==> src/design/mdcb_pkg.sv <==
// Shared types and constants for the microphone DC blocker, gain and silence stop block.
package mdcb_pkg;

	localparam logic [1:0] CMD_START     = 2'd0;
	localparam logic [1:0] CMD_SAMPLE    = 2'd1;
	localparam logic [1:0] CMD_FRAME_END = 2'd2;
	localparam logic [1:0] CMD_TICK      = 2'd3;

	localparam logic [1:0] STOP_NONE    = 2'd0;
	localparam logic [1:0] STOP_FULL    = 2'd1;
	localparam logic [1:0] STOP_SILENCE = 2'd2;

	localparam int unsigned CFG_INDEX_W = 3;
	localparam int unsigned CFG_DATA_W  = 20;

	localparam logic [CFG_INDEX_W-1:0] REG_GAIN          = 3'd0;
	localparam logic [CFG_INDEX_W-1:0] REG_CAPACITY      = 3'd1;
	localparam logic [CFG_INDEX_W-1:0] REG_SILENCE_EN    = 3'd2;
	localparam logic [CFG_INDEX_W-1:0] REG_SILENCE_THR   = 3'd3;
	localparam logic [CFG_INDEX_W-1:0] REG_SILENCE_MS    = 3'd4;
	localparam logic [CFG_INDEX_W-1:0] REG_MIN_SPEECH_MS = 3'd5;

	localparam logic [15:0] GAIN_RESET = 16'd256;
	localparam logic [15:0] GAIN_MIN   = 16'd26;
	localparam logic [14:0] POLE_Q15   = 15'd32604;
	localparam logic [19:0] CNT_MAX    = 20'hFFFFF;

	typedef struct packed {
		logic [1:0]         command;
		logic signed [31:0] slot_word;
	} in_item_t;

	typedef struct packed {
		logic signed [15:0] pcm_sample;
		logic               sample_valid;
		logic               is_recording;
		logic [1:0]         stop_cause;
		logic [15:0]        frame_peak;
		logic               speech_seen;
	} out_item_t;

	typedef struct packed {
		logic [15:0] gain_q8_8;
		logic [19:0] capacity_samples;
		logic        silence_enable;
		logic [15:0] silence_threshold;
		logic [19:0] silence_ms;
		logic [19:0] min_speech_ms;
	} cfg_t;

	typedef struct packed {
		logic [1:0]         cmd;
		logic signed [23:0] x;
	} q_item_t;

endpackage

==> src/design/mic_dc_block_gain_silence_stop_top.sv <==
// Top level of the microphone DC blocker, gain and silence stop recorder.
//
//   channel   handshake               payload
//   in        in_valid / in_stall     in_item  (command, slot_word)
//   out       out_valid / out_stall   out_item (pcm_sample .. speech_seen)
//   config    cfg_wr_en               cfg_index, cfg_data
//
// Start, frame end, tick and ignored samples are handled in the dispatch step.
// A recorded sample passes five steps: dispatch, pole multiply, filter sum and
// clamp, gain multiply, scale and saturate; no new item is popped meanwhile.
// The input queue holds QUEUE_DEPTH items, so the front keeps taking items
// while the back end works or the result register waits on out_stall.
// Reset clears the queue, the filter, the counters and loads register defaults.
module mic_dc_block_gain_silence_stop_top #(
	parameter int unsigned QUEUE_DEPTH = 2
) (
	input  logic                                   clk,
	input  logic                                   arst_n,
	input  logic                                   in_valid,
	output logic                                   in_stall,
	input  mdcb_pkg::in_item_t                     in_item,
	output logic                                   out_valid,
	input  logic                                   out_stall,
	output mdcb_pkg::out_item_t                    out_item,
	input  logic                                   cfg_wr_en,
	input  logic [mdcb_pkg::CFG_INDEX_W-1:0]       cfg_index,
	input  logic [mdcb_pkg::CFG_DATA_W-1:0]        cfg_data
);
	import mdcb_pkg::*;

	cfg_t    cfg_q;
	logic    head_valid;
	q_item_t head;
	logic    pop;

	always_ff @(posedge clk or negedge arst_n) begin
		if (!arst_n) begin
			cfg_q.gain_q8_8         <= GAIN_RESET;
			cfg_q.capacity_samples  <= CNT_MAX;
			cfg_q.silence_enable    <= 1'b0;
			cfg_q.silence_threshold <= '0;
			cfg_q.silence_ms        <= '0;
			cfg_q.min_speech_ms     <= '0;
		end else if (cfg_wr_en) begin
			unique case (cfg_index)
				REG_GAIN:          cfg_q.gain_q8_8         <= cfg_data[15:0];
				REG_CAPACITY:      cfg_q.capacity_samples  <= cfg_data;
				REG_SILENCE_EN:    cfg_q.silence_enable    <= cfg_data[0];
				REG_SILENCE_THR:   cfg_q.silence_threshold <= cfg_data[15:0];
				REG_SILENCE_MS:    cfg_q.silence_ms        <= cfg_data;
				REG_MIN_SPEECH_MS: cfg_q.min_speech_ms     <= cfg_data;
				default:           cfg_q <= cfg_q;
			endcase
		end
	end

	mdcb_front #(
		.DEPTH(QUEUE_DEPTH)
	) u_front (
		.clk        (clk),
		.arst_n     (arst_n),
		.in_valid   (in_valid),
		.in_stall   (in_stall),
		.in_item    (in_item),
		.pop        (pop),
		.head_valid (head_valid),
		.head       (head)
	);

	mdcb_back u_back (
		.clk        (clk),
		.arst_n     (arst_n),
		.cfg        (cfg_q),
		.head_valid (head_valid),
		.head       (head),
		.pop        (pop),
		.out_valid  (out_valid),
		.out_stall  (out_stall),
		.out_item   (out_item)
	);

endmodule

==> src/design/mdcb_front.sv <==
// Front end: accepts items, extracts the 24-bit audio value and queues them for the back end.
module mdcb_front #(
	parameter int unsigned DEPTH = 2
) (
	input  logic               clk,
	input  logic               arst_n,
	input  logic               in_valid,
	output logic               in_stall,
	input  mdcb_pkg::in_item_t in_item,
	input  logic               pop,
	output logic               head_valid,
	output mdcb_pkg::q_item_t  head
);
	import mdcb_pkg::*;

	localparam int unsigned PTR_W = $clog2(DEPTH);
	localparam int unsigned CNT_W = $clog2(DEPTH + 1);

	q_item_t              mem_q [DEPTH];
	logic [PTR_W-1:0]     wr_ptr_q;
	logic [PTR_W-1:0]     rd_ptr_q;
	logic [CNT_W-1:0]     count_q;
	logic                 push;
	q_item_t              entry;

	assign in_stall   = (count_q == CNT_W'(DEPTH));
	assign push       = in_valid && !in_stall;
	assign head_valid = (count_q != '0);
	assign head       = mem_q[rd_ptr_q];

	always_comb begin
		entry.cmd = in_item.command;
		entry.x   = in_item.slot_word[31:8];
	end

	always_ff @(posedge clk) begin
		if (push) begin
			mem_q[wr_ptr_q] <= entry;
		end
	end

	always_ff @(posedge clk or negedge arst_n) begin
		if (!arst_n) begin
			wr_ptr_q <= '0;
			rd_ptr_q <= '0;
			count_q  <= '0;
		end else begin
			if (push) begin
				wr_ptr_q <= (wr_ptr_q == PTR_W'(DEPTH - 1)) ? '0 : wr_ptr_q + 1'b1;
			end
			if (pop) begin
				rd_ptr_q <= (rd_ptr_q == PTR_W'(DEPTH - 1)) ? '0 : rd_ptr_q + 1'b1;
			end
			case ({push, pop})
				2'b10:   count_q <= count_q + 1'b1;
				2'b01:   count_q <= count_q - 1'b1;
				default: count_q <= count_q;
			endcase
		end
	end

endmodule

==> src/design/mdcb_back.sv <==
// Back end: runs the filter, gain, counters and stop rules and holds the result register.
module mdcb_back (
	input  logic                clk,
	input  logic                arst_n,
	input  mdcb_pkg::cfg_t      cfg,
	input  logic                head_valid,
	input  mdcb_pkg::q_item_t   head,
	output logic                pop,
	output logic                out_valid,
	input  logic                out_stall,
	output mdcb_pkg::out_item_t out_item
);
	import mdcb_pkg::*;

	localparam logic [2:0] ST_IDLE = 3'd0;
	localparam logic [2:0] ST_POLE = 3'd1;
	localparam logic [2:0] ST_HP   = 3'd2;
	localparam logic [2:0] ST_GAIN = 3'd3;
	localparam logic [2:0] ST_FIN  = 3'd4;

	logic [2:0]         state_q;
	logic               rec_q;
	logic signed [23:0] prev_x_q;
	logic signed [41:0] prev_hp_q;
	logic [19:0]        count_q;
	logic [15:0]        peak_q;
	logic               speech_q;
	logic [19:0]        ms_start_q;
	logic [19:0]        ms_voice_q;

	logic signed [23:0] x_s1;
	logic signed [56:0] pole_s2;
	logic signed [41:0] hp_s3;
	logic signed [58:0] gprod_s4;

	logic               out_valid_q;
	out_item_t          out_q;

	logic               out_free;
	logic               out_load;
	logic               start_sample;
	logic [15:0]        gain_eff;
	logic signed [24:0] diff;
	logic signed [42:0] hp_sum;
	logic signed [41:0] hp_sat;
	logic signed [58:0] gprod_adj;
	logic signed [27:0] gquot;
	logic signed [15:0] pcm_fin;
	logic [15:0]        mag;
	logic [15:0]        peak_fin;
	logic [19:0]        count_inc;
	logic               full_fin;
	logic               fe_active;
	logic               fe_loud;
	logic               fe_speech;
	logic [19:0]        fe_voice;
	logic               fe_stop;

	assign out_valid = out_valid_q;
	assign out_item  = out_q;
	assign out_free  = !out_valid_q || !out_stall;

	assign start_sample = (head.cmd == CMD_SAMPLE) && rec_q
		&& (count_q < cfg.capacity_samples);
	assign pop = (state_q == ST_IDLE) && head_valid && (start_sample || out_free);
	assign out_load = ((state_q == ST_IDLE) && pop && !start_sample)
		|| ((state_q == ST_FIN) && out_free);

	assign gain_eff = (cfg.gain_q8_8 < GAIN_MIN) ? GAIN_MIN : cfg.gain_q8_8;

	always_comb begin
		diff   = {x_s1[23], x_s1} - {prev_x_q[23], prev_x_q};
		hp_sum = {{3{diff[24]}}, diff, 15'd0} + {pole_s2[56], pole_s2[56:15]};
		if (hp_sum[42] != hp_sum[41]) begin
			hp_sat = hp_sum[42] ? {1'b1, 41'd0} : {1'b0, {41{1'b1}}};
		end else begin
			hp_sat = hp_sum[41:0];
		end
	end

	always_comb begin
		gprod_adj = gprod_s4 + (gprod_s4[58] ? 59'sh7FFFFFFF : 59'sd0);
		gquot     = gprod_adj[58:31];
		if (gquot > 28'sd32767) begin
			pcm_fin = 16'sh7FFF;
		end else if (gquot < -28'sd32768) begin
			pcm_fin = 16'sh8000;
		end else begin
			pcm_fin = gquot[15:0];
		end
		mag       = pcm_fin[15] ? 16'(-pcm_fin) : pcm_fin;
		peak_fin  = (mag > peak_q) ? mag : peak_q;
		count_inc = count_q + 1'b1;
		full_fin  = (count_inc >= cfg.capacity_samples);
	end

	always_comb begin
		fe_active = rec_q && cfg.silence_enable;
		fe_loud   = fe_active && (peak_q >= cfg.silence_threshold);
		fe_speech = speech_q || fe_loud;
		fe_voice  = fe_loud ? '0 : ms_voice_q;
		fe_stop   = fe_active && fe_speech && (ms_start_q >= cfg.min_speech_ms)
			&& (fe_voice >= cfg.silence_ms);
	end

	always_ff @(posedge clk) begin
		if (state_q == ST_IDLE) begin
			if (pop) begin
				x_s1 <= head.x;
			end
			pole_s2 <= prev_hp_q * $signed({1'b0, POLE_Q15});
		end
		if (state_q == ST_POLE) begin
			hp_s3 <= hp_sat;
		end
		if (state_q == ST_GAIN) begin
			gprod_s4 <= hp_s3 * $signed({1'b0, gain_eff});
		end
	end

	always_ff @(posedge clk or negedge arst_n) begin
		if (!arst_n) begin
			state_q     <= ST_IDLE;
			rec_q       <= 1'b0;
			prev_x_q    <= '0;
			prev_hp_q   <= '0;
			count_q     <= '0;
			peak_q      <= '0;
			speech_q    <= 1'b0;
			ms_start_q  <= '0;
			ms_voice_q  <= '0;
			out_valid_q <= 1'b0;
			out_q       <= '0;
		end else begin
			if (out_load) begin
				out_valid_q <= 1'b1;
			end else if (!out_stall) begin
				out_valid_q <= 1'b0;
			end
			unique case (state_q)
				ST_IDLE: begin
					if (pop) begin
						if (start_sample) begin
							state_q <= ST_POLE;
						end else begin
							out_q.pcm_sample   <= '0;
							out_q.sample_valid <= 1'b0;
							unique case (head.cmd)
								CMD_START: begin
									rec_q      <= 1'b1;
									prev_x_q   <= '0;
									prev_hp_q  <= '0;
									count_q    <= '0;
									peak_q     <= '0;
									speech_q   <= 1'b0;
									ms_start_q <= '0;
									ms_voice_q <= '0;
									out_q.is_recording <= 1'b1;
									out_q.stop_cause   <= STOP_NONE;
									out_q.frame_peak   <= '0;
									out_q.speech_seen  <= 1'b0;
								end
								CMD_SAMPLE: begin
									rec_q <= 1'b0;
									out_q.is_recording <= 1'b0;
									out_q.stop_cause   <= rec_q ? STOP_FULL : STOP_NONE;
									out_q.frame_peak   <= peak_q;
									out_q.speech_seen  <= speech_q;
								end
								CMD_FRAME_END: begin
									speech_q   <= fe_speech;
									ms_voice_q <= fe_voice;
									rec_q      <= rec_q && !fe_stop;
									peak_q     <= '0;
									out_q.is_recording <= rec_q && !fe_stop;
									out_q.stop_cause   <= fe_stop ? STOP_SILENCE : STOP_NONE;
									out_q.frame_peak   <= peak_q;
									out_q.speech_seen  <= fe_speech;
								end
								CMD_TICK: begin
									if (ms_start_q != CNT_MAX) begin
										ms_start_q <= ms_start_q + 1'b1;
									end
									if (ms_voice_q != CNT_MAX) begin
										ms_voice_q <= ms_voice_q + 1'b1;
									end
									out_q.is_recording <= rec_q;
									out_q.stop_cause   <= STOP_NONE;
									out_q.frame_peak   <= peak_q;
									out_q.speech_seen  <= speech_q;
								end
								default: begin
									out_q.is_recording <= rec_q;
									out_q.stop_cause   <= STOP_NONE;
									out_q.frame_peak   <= peak_q;
									out_q.speech_seen  <= speech_q;
								end
							endcase
						end
					end
				end
				ST_POLE: begin
					state_q <= ST_HP;
				end
				ST_HP: begin
					prev_x_q  <= x_s1;
					prev_hp_q <= hp_sat;
					state_q   <= ST_GAIN;
				end
				ST_GAIN: begin
					state_q <= ST_FIN;
				end
				ST_FIN: begin
					if (out_free) begin
						peak_q  <= peak_fin;
						count_q <= count_inc;
						rec_q   <= !full_fin;
						state_q <= ST_IDLE;
						out_q.pcm_sample   <= pcm_fin;
						out_q.sample_valid <= 1'b1;
						out_q.is_recording <= !full_fin;
						out_q.stop_cause   <= full_fin ? STOP_FULL : STOP_NONE;
						out_q.frame_peak   <= peak_fin;
						out_q.speech_seen  <= speech_q;
					end
				end
				default: begin
					state_q <= ST_IDLE;
				end
			endcase
		end
	end

endmodule
==> config.mk <==
export PLATFORM = sky130hd
export DESIGN_NAME = mic_dc_block_gain_silence_stop_top
export DESIGN_NICKNAME = d
export VERILOG_FILES = /design/src/design/mdcb_pkg.sv /design/src/design/mic_dc_block_gain_silence_stop_top.sv /design/src/design/mdcb_front.sv /design/src/design/mdcb_back.sv
export SDC_FILE = /design/constraint.sdc
export NUM_CORES = 2
export LEC_CHECK = 0
export BUFFER_PORTS_ARGS = -buffer_cell sky130_fd_sc_hd__buf_2
export CORE_ASPECT_RATIO = 1.2
export CORE_MARGIN = 2
export CORE_UTILIZATION = 60
export DETAILED_ROUTE_END_ITERATION = 8
export GPL_TIMING_DRIVEN = 0
export PLACE_DENSITY_LB_ADDON = 0.2
export REMOVE_ABC_BUFFERS = 1
export SYNTH_ARGS = -nofsm -noshare
export SYNTH_HDL_FRONTEND = slang
export SYNTH_HIERARCHICAL = 1
export SYNTH_SLANG_ARGS = --single-unit
==> constraint.sdc <==
create_clock -name clk -period 9.4 [get_ports clk]
set_input_delay 0.94 -clock clk [delete_from_list [all_inputs] [get_ports clk]]
set_output_delay 0.94 -clock clk [all_outputs]
set_load 0.05 [all_outputs]
# After elaboration in Yosys (flattened, before gate mapping)
# Memory sizes are Yosys's and may differ from the RTL's.
# Cells that the tools add are included.
# word_totals
register_bits	462
word_cells	188
n_memories	1
ramBits	52
in_bits	62
# op_classes
n_bitwise	1
eq_ne	28
mul	2
n_addsub	11
reduce_logical	51
n_lt_le_gt_ge	9
n_mux	56
# mem_list
name	words	word_bits	read_ports	rd_clocked_by_memory_dff	wr	line_no	rtl
u_front.mem_q	2	26	1	0	1	mdcb_front.sv:19	q_item_t mem_q [DEPTH];
# ops
cell	count
$mux W42	5
$mux W16	9
$mux W20	7
$mux W37	3
$pmux W42 S2	1
$pmux W20 S2	2
$pmux W20 S4	1
$pmux W37 S2	1
$mux W24	3
$add A20 B1 Y20 const B	3
$ge A20 B20 Y1	3
$pmux W20 S3	1
$add A59 B59 Y59	1
$mul A42 B17 Y59	1
$mul A42 B14 Y55 const B	1
$pmux W24 S2	1
$add A40 B42 Y43	1
$ne A20 B20 Y1 const B	2
$pmux W16 S2	1
$mux W31	1
$gt A28 B16 Y1 const B	1
$lt A28 B16 Y1 const B	1
$reduce_and A5 Y1	5
$sub A24 B24 Y25	1
other kinds (36)	102

# Logic depth before layout (Yosys ltp)
# depth
ltp_word	12
ltp_mapped	33
ltp_nobuf	30

# Modules after synthesis
# Netlist, hierarchy kept.
# by_module_without_submodules
module	instances	seq_area_each_um2	cells_per_inst	area_per_inst_um2
mdcb_back	1	9644.2	5972	56033.7
mic_dc_block_gain_silence_stop_top	1	2353.5	200	3529.6
mdcb_front	1	1661.6	98	2167.1

# Worst setup path after synthesis
# Ideal clock, no wire load.
# synth_timing
path_type	register to register
start	reg cfg_q[85] (netlist bit)
end	reg u_back.gprod_s4[57], data pin
setup_ns	0.262
t_arrival_ns	7.534
period_less_slack_ns	7.796
path_stages_with_launch	32
slack_ns	1.604
cell_sequence	dfstp_2 clkbuf_1 nor4_1 nand4_1 and2_1 clkbuf_1 clkbuf_1 nand2_1 fa_1 inv_1 fa_1 inv_1 fa_1 inv_1 fa_1 fa_1 inv_1 fa_1 inv_1 ha_1 a21oi_1 o21bai_1 a21o_1 a221oi_1 o211ai_1 o31a_1 o311a_1 o31a_1 a41o_1 a211oi_1 o21bai_1 xor2_1
# synth_via
elab_chain_cells	3
# synth_rtl
item	line_no	rtl
start, declared	mic_dc_block_gain_silence_stop_top.sv:31	cfg_t cfg_q;
start signal, assigned	mic_dc_block_gain_silence_stop_top.sv:52	default: cfg_q <= cfg_q;
$lt A16 B5 Y1	mdcb_back.sv:69	assign gain_eff = (cfg.gain_q8_8 < GAIN_MIN) ? GAIN_MIN : cfg.gain_q8_8;
$mux W16 (*)	mdcb_back.sv:69	
$mul A42 B17 Y59 (*)	mdcb_back.sv:117	gprod_s4 <= hp_s3 * $signed({1'b0, gain_eff});
end signal, assigned	mdcb_back.sv:117	
end, declared	mdcb_back.sv:34	logic signed [58:0] gprod_s4;
# Every way passes the cells marked *; elsewhere a longest branch is shown, timed or not.
# A chain may end at the register's enable or synchronous reset.

# Worst setup path after layout
# layout_timing
start	reg cfg_q[88] (netlist bit)
end	reg u_back.gprod_s4[58], data pin
# The elaborated chain is that of the path after synthesis.

==> impl_metrics.tcl <==
set metrics [dict create \
    maxCapViolations 0 \
    ant_nets 0 \
    slew_violations 0 \
    ys_types 97 \
    core_um2 102000 \
    crit_type "reg2reg" \
    yosys.area.top_type_share_pct 32.5 \
    gr-total-overflow 0 \
    hold_path_class "in2async" \
    synthCells 6270 \
    slew-limit-headroom_pct 5.90 \
    synth-edff-count 219 \
    cts_buffers 55 \
    ys_ff_latch 501 \
    area_growth_pct 6.66 \
    nFillCells 8211 \
    gp_congestion 0.892 \
    drt-pass1-iter-count 6 \
    dr_total_vias 43400 \
    grt.total_usage_pct 28.8 \
    seq_area_frac_synth_pct 22.1 \
    slowest_stage "dfrtp_4" \
    grt_antenna_before_repair 6 \
    drc 0 \
    cp.required_ns 9.78 \
    async_flop_share_pct 56.3 \
    cp_max_fo 25 \
    final-hold-violation-count 0 \
    io_buffer_count 92 \
    tritoncts "yes" \
    placed_area_um2 63800 \
    fmax_mhz 110 \
    grt_max_degree 103 \
    routed_wl_um 147000 \
    status "complete, no violations" \
    drt_iter0_markers 2877 \
    dieArea_um2 105000 \
    synthesis.area_um2 61700 \
    critPathLaunchType "flop" \
    ys.flop_type "dfrtp_1" \
    finClkSkew_ns 0.0471 \
    rr_worst_depth 31 \
    fin_area_um2 65800 \
    via_per_inst 5.65 \
    clkLatencyLatePin_ns 0.63 \
    r2r-end "u_back/gprod_s4[58]" \
    yosysTopAreaCell "fa_1" \
    reg2reg_from "cfg_q[88]" \
    root_buffer "clkbuf_16" \
    reg2reg_slack_ns 0.34 \
    die_h_um 355 \
    clk_pin_slew_ns 0.06 \
    syn_avg_cell_area_um2 9.85 \
    hpwl_um 114000 \
    synth.top_cells.by_area "fa_1, edfxtp_1, dfrtp_1" \
    finalSetupViolations 0 \
    cp-end-kind "flop" \
    timing.final.crit_share_pct 96.4 \
    wl_per_cell_um 19.1 \
    final_nets 7831 \
    ios 101 \
    drive_gt1_share_pct 6.87 \
    clkSinkCount 501 \
    cts_buffer_depth 3 \
    grt_pass1_vias 46300 \
    cpMostUsedCell "fa_1" \
    worst_pin_slew_ns 1.40 \
    start_util_pct 60.7 \
    period_needed_ns 9.06 \
    cts_max_level 2 \
    die_x_um 297 \
    arrival_ns 9.45 \
    ys_warn_count 6 \
    antennaDiodeCount 0 \
    row_count 128 \
    grt_pass1_wl_um 242000 \
    cpPeakStageDelay_ns 0.61 \
]
[registers in the layout, summed over array words and instances (netlist names), 24 cells and up]
signal and flops:
u_back/x_s1 24, u_back/prev_hp_q 42, u_front/mem_q 52, u_back/pole_s2 42, u_back/prev_x_q 24, u_back/gprod_s4 59, u_back/hp_s3 42, cfg_q 93
u_back/out_item 37
[cell usage after synthesis (13+ instances only)]
| cell | instances |
|---|---|
| xor2_1 | 42 |
| o21a_1 | 52 |
| nor3_1 | 54 |
| o21bai_1 | 18 |
| a31oi_1 | 31 |
| xnor2_1 | 133 |
| nor2_1 | 246 |
| a22o_1 | 40 |
| mux2_4 | 19 |
| and2_1 | 225 |
| and3_1 | 60 |
| dfstp_2 | 21 |
| mux2_2 | 104 |
| nand3_1 | 58 |
| edfxtp_1 | 219 |
| dfrtp_1 | 261 |
| buf_2 | 16 |
| nand2_1 | 700 |
| a211oi_1 | 22 |
| o22ai_1 | 13 |
| a21o_1 | 114 |
| o211ai_1 | 15 |
| clkbuf_1 | 174 |
| or3_1 | 15 |
| a21oi_1 | 173 |
| nor4_1 | 14 |
| nand4_1 | 26 |
| ha_1 | 504 |
| fa_1 | 1002 |
| nor2b_1 | 26 |
| nand2b_1 | 40 |
| o31ai_1 | 15 |
| o21ai_0 | 188 |
| inv_1 | 1436 |
[area by class of cell]
| type | instances | area [µm²] | area share, % |
|---|---|---|---|
| Sequential cell | 501 | 13700 | 20.8 |
| Multi-Input combinational cell | 4132 | 42000 | 63.7 |
| Inverter | 1437 | 5390 | 8.19 |
| Clock buffer | 80 | 1610 | 2.44 |
| Timing Repair Buffer | 136 | 1190 | 1.81 |
| Tap cell | 1365 | 1710 | 2.59 |
| Clock inverter | 21 | 285 | 0.433 |
[layer usage]
metal  wire length, µm  global-route usage (%)
met2             74300                    51.3
met3              8010                    3.10
met1             58900                    36.8
met4              5340                    9.81
met5                41                       0
[what timing repair did]
item                                    4_1_cts  5_1_grt
setup buffers                                 4        6
endpoints found under the setup margin       29       27
endpoints found under the hold margin         0        0
pin swaps                                     1        2
hold buffers                                  0        0
resized for setup                             6       12
[logic make-up (layout without fill, tap and decap cells)]
| family | count (synthesis) | after routing | synth area share [%] |
|---|---|---|---|
| and+or+nand+nor | 1514 | 1514 | 11.5 |
| DFF | 501 | 501 | 22.1 |
| xor gates and xnor gates | 176 | 176 | 2.51 |
| adders and majority gates | 1514 | 1514 | 42.8 |
| AOI/OAI and AO/OA | 802 | 802 | 8.56 |
| buffers and inverters | 1637 | 1674 | 10.1 |
| muxes | 126 | 126 | 2.41 |
[worst max path at each step]
stage	endpoint	cells after the start	slack (ns)	start
global route	u_back/gprod_s4[58]	29	-0.02	cfg_q[88]
detailed placement	u_back/out_item[13]	28	-0.75	u_back/gprod_s4[58]
CTS	u_back/gprod_s4[58]	31	0.01	cfg_q[88]
global placement	u_back/out_item[14]	7	-2.56	u_back/state_q[2]
finish	u_back/gprod_s4[58]	31	0.34	cfg_q[88]
floorplan	u_back/gprod_s4[57]	27	0.82	cfg_q[88]
[through the flow]
step | cells | utilization [%] | TNS (ns) | hold slack, ns | setup WS [ns]
4_1_cts | 7666 | 64.6 | 0 | 0.124 | 0.0148
5_1_grt | 7672 | 64.7 | -0.0166 | 0.151 | -0.0166
6_report | 7672 | 64.7 | 0 | 0.153 | 0.337
3_5_place_dp | 7561 | 62.7 | -9.88 | 0.455 | -0.749
2_1_floorplan | 6070 | - | 0 | 0.456 | 0.820
3_3_place_gp | 7527 | 62.0 | -159.07 | 0.448 | -2.56
[critical path: cells and delay by family, from the launching register on]
| kind | cells | cell delay, ns |
|---|---|---|
| compound gates | 7 | 1.77 |
| simple gates | 8 | 1.81 |
| fa+ha+maj | 7 | 3.50 |
| buf+inv | 8 | 0.98 |
| xor+xnor | 1 | 0.12 |
| flops | 1 | 0.61 |
[layout by cell type (no fill, tap or decap), types with 11 or more instances in the layout]
master | Yosys | layout
inv_1 | 1436 | 1436
fa_1 | 1002 | 1002
nand2_1 | 700 | 700
ha_1 | 504 | 504
dfrtp_1 | 261 | 249
nor2_1 | 246 | 242
and2_1 | 225 | 223
edfxtp_1 | 219 | 219
o21ai_0 | 188 | 187
a21oi_1 | 173 | 172
xnor2_1 | 133 | 133
a21o_1 | 114 | 114
mux2_2 | 104 | 104
buf_2 | 16 | 91
and3_1 | 60 | 60
nand3_1 | 58 | 58
clkbuf_16 | 0 | 57
nor3_1 | 54 | 52
o21a_1 | 52 | 52
xor2_1 | 42 | 41
a22o_1 | 40 | 40
nand2b_1 | 40 | 37
a31oi_1 | 31 | 31
nand4_1 | 26 | 26
nor2b_1 | 26 | 26
a211oi_1 | 22 | 22
dfstp_2 | 21 | 20
mux2_4 | 19 | 19
o21bai_1 | 18 | 18
o211ai_1 | 15 | 15
or3_1 | 15 | 15
o31ai_1 | 15 | 14
clkbuf_1 | 174 | 13
o22ai_1 | 13 | 13
buf_12 | 2 | 12
nor4_1 | 14 | 12
or2_2 | 11 | 11
Power is not shown: default switching activity piles up to over one toggle a cycle in this logic, so the estimate is an artifact.
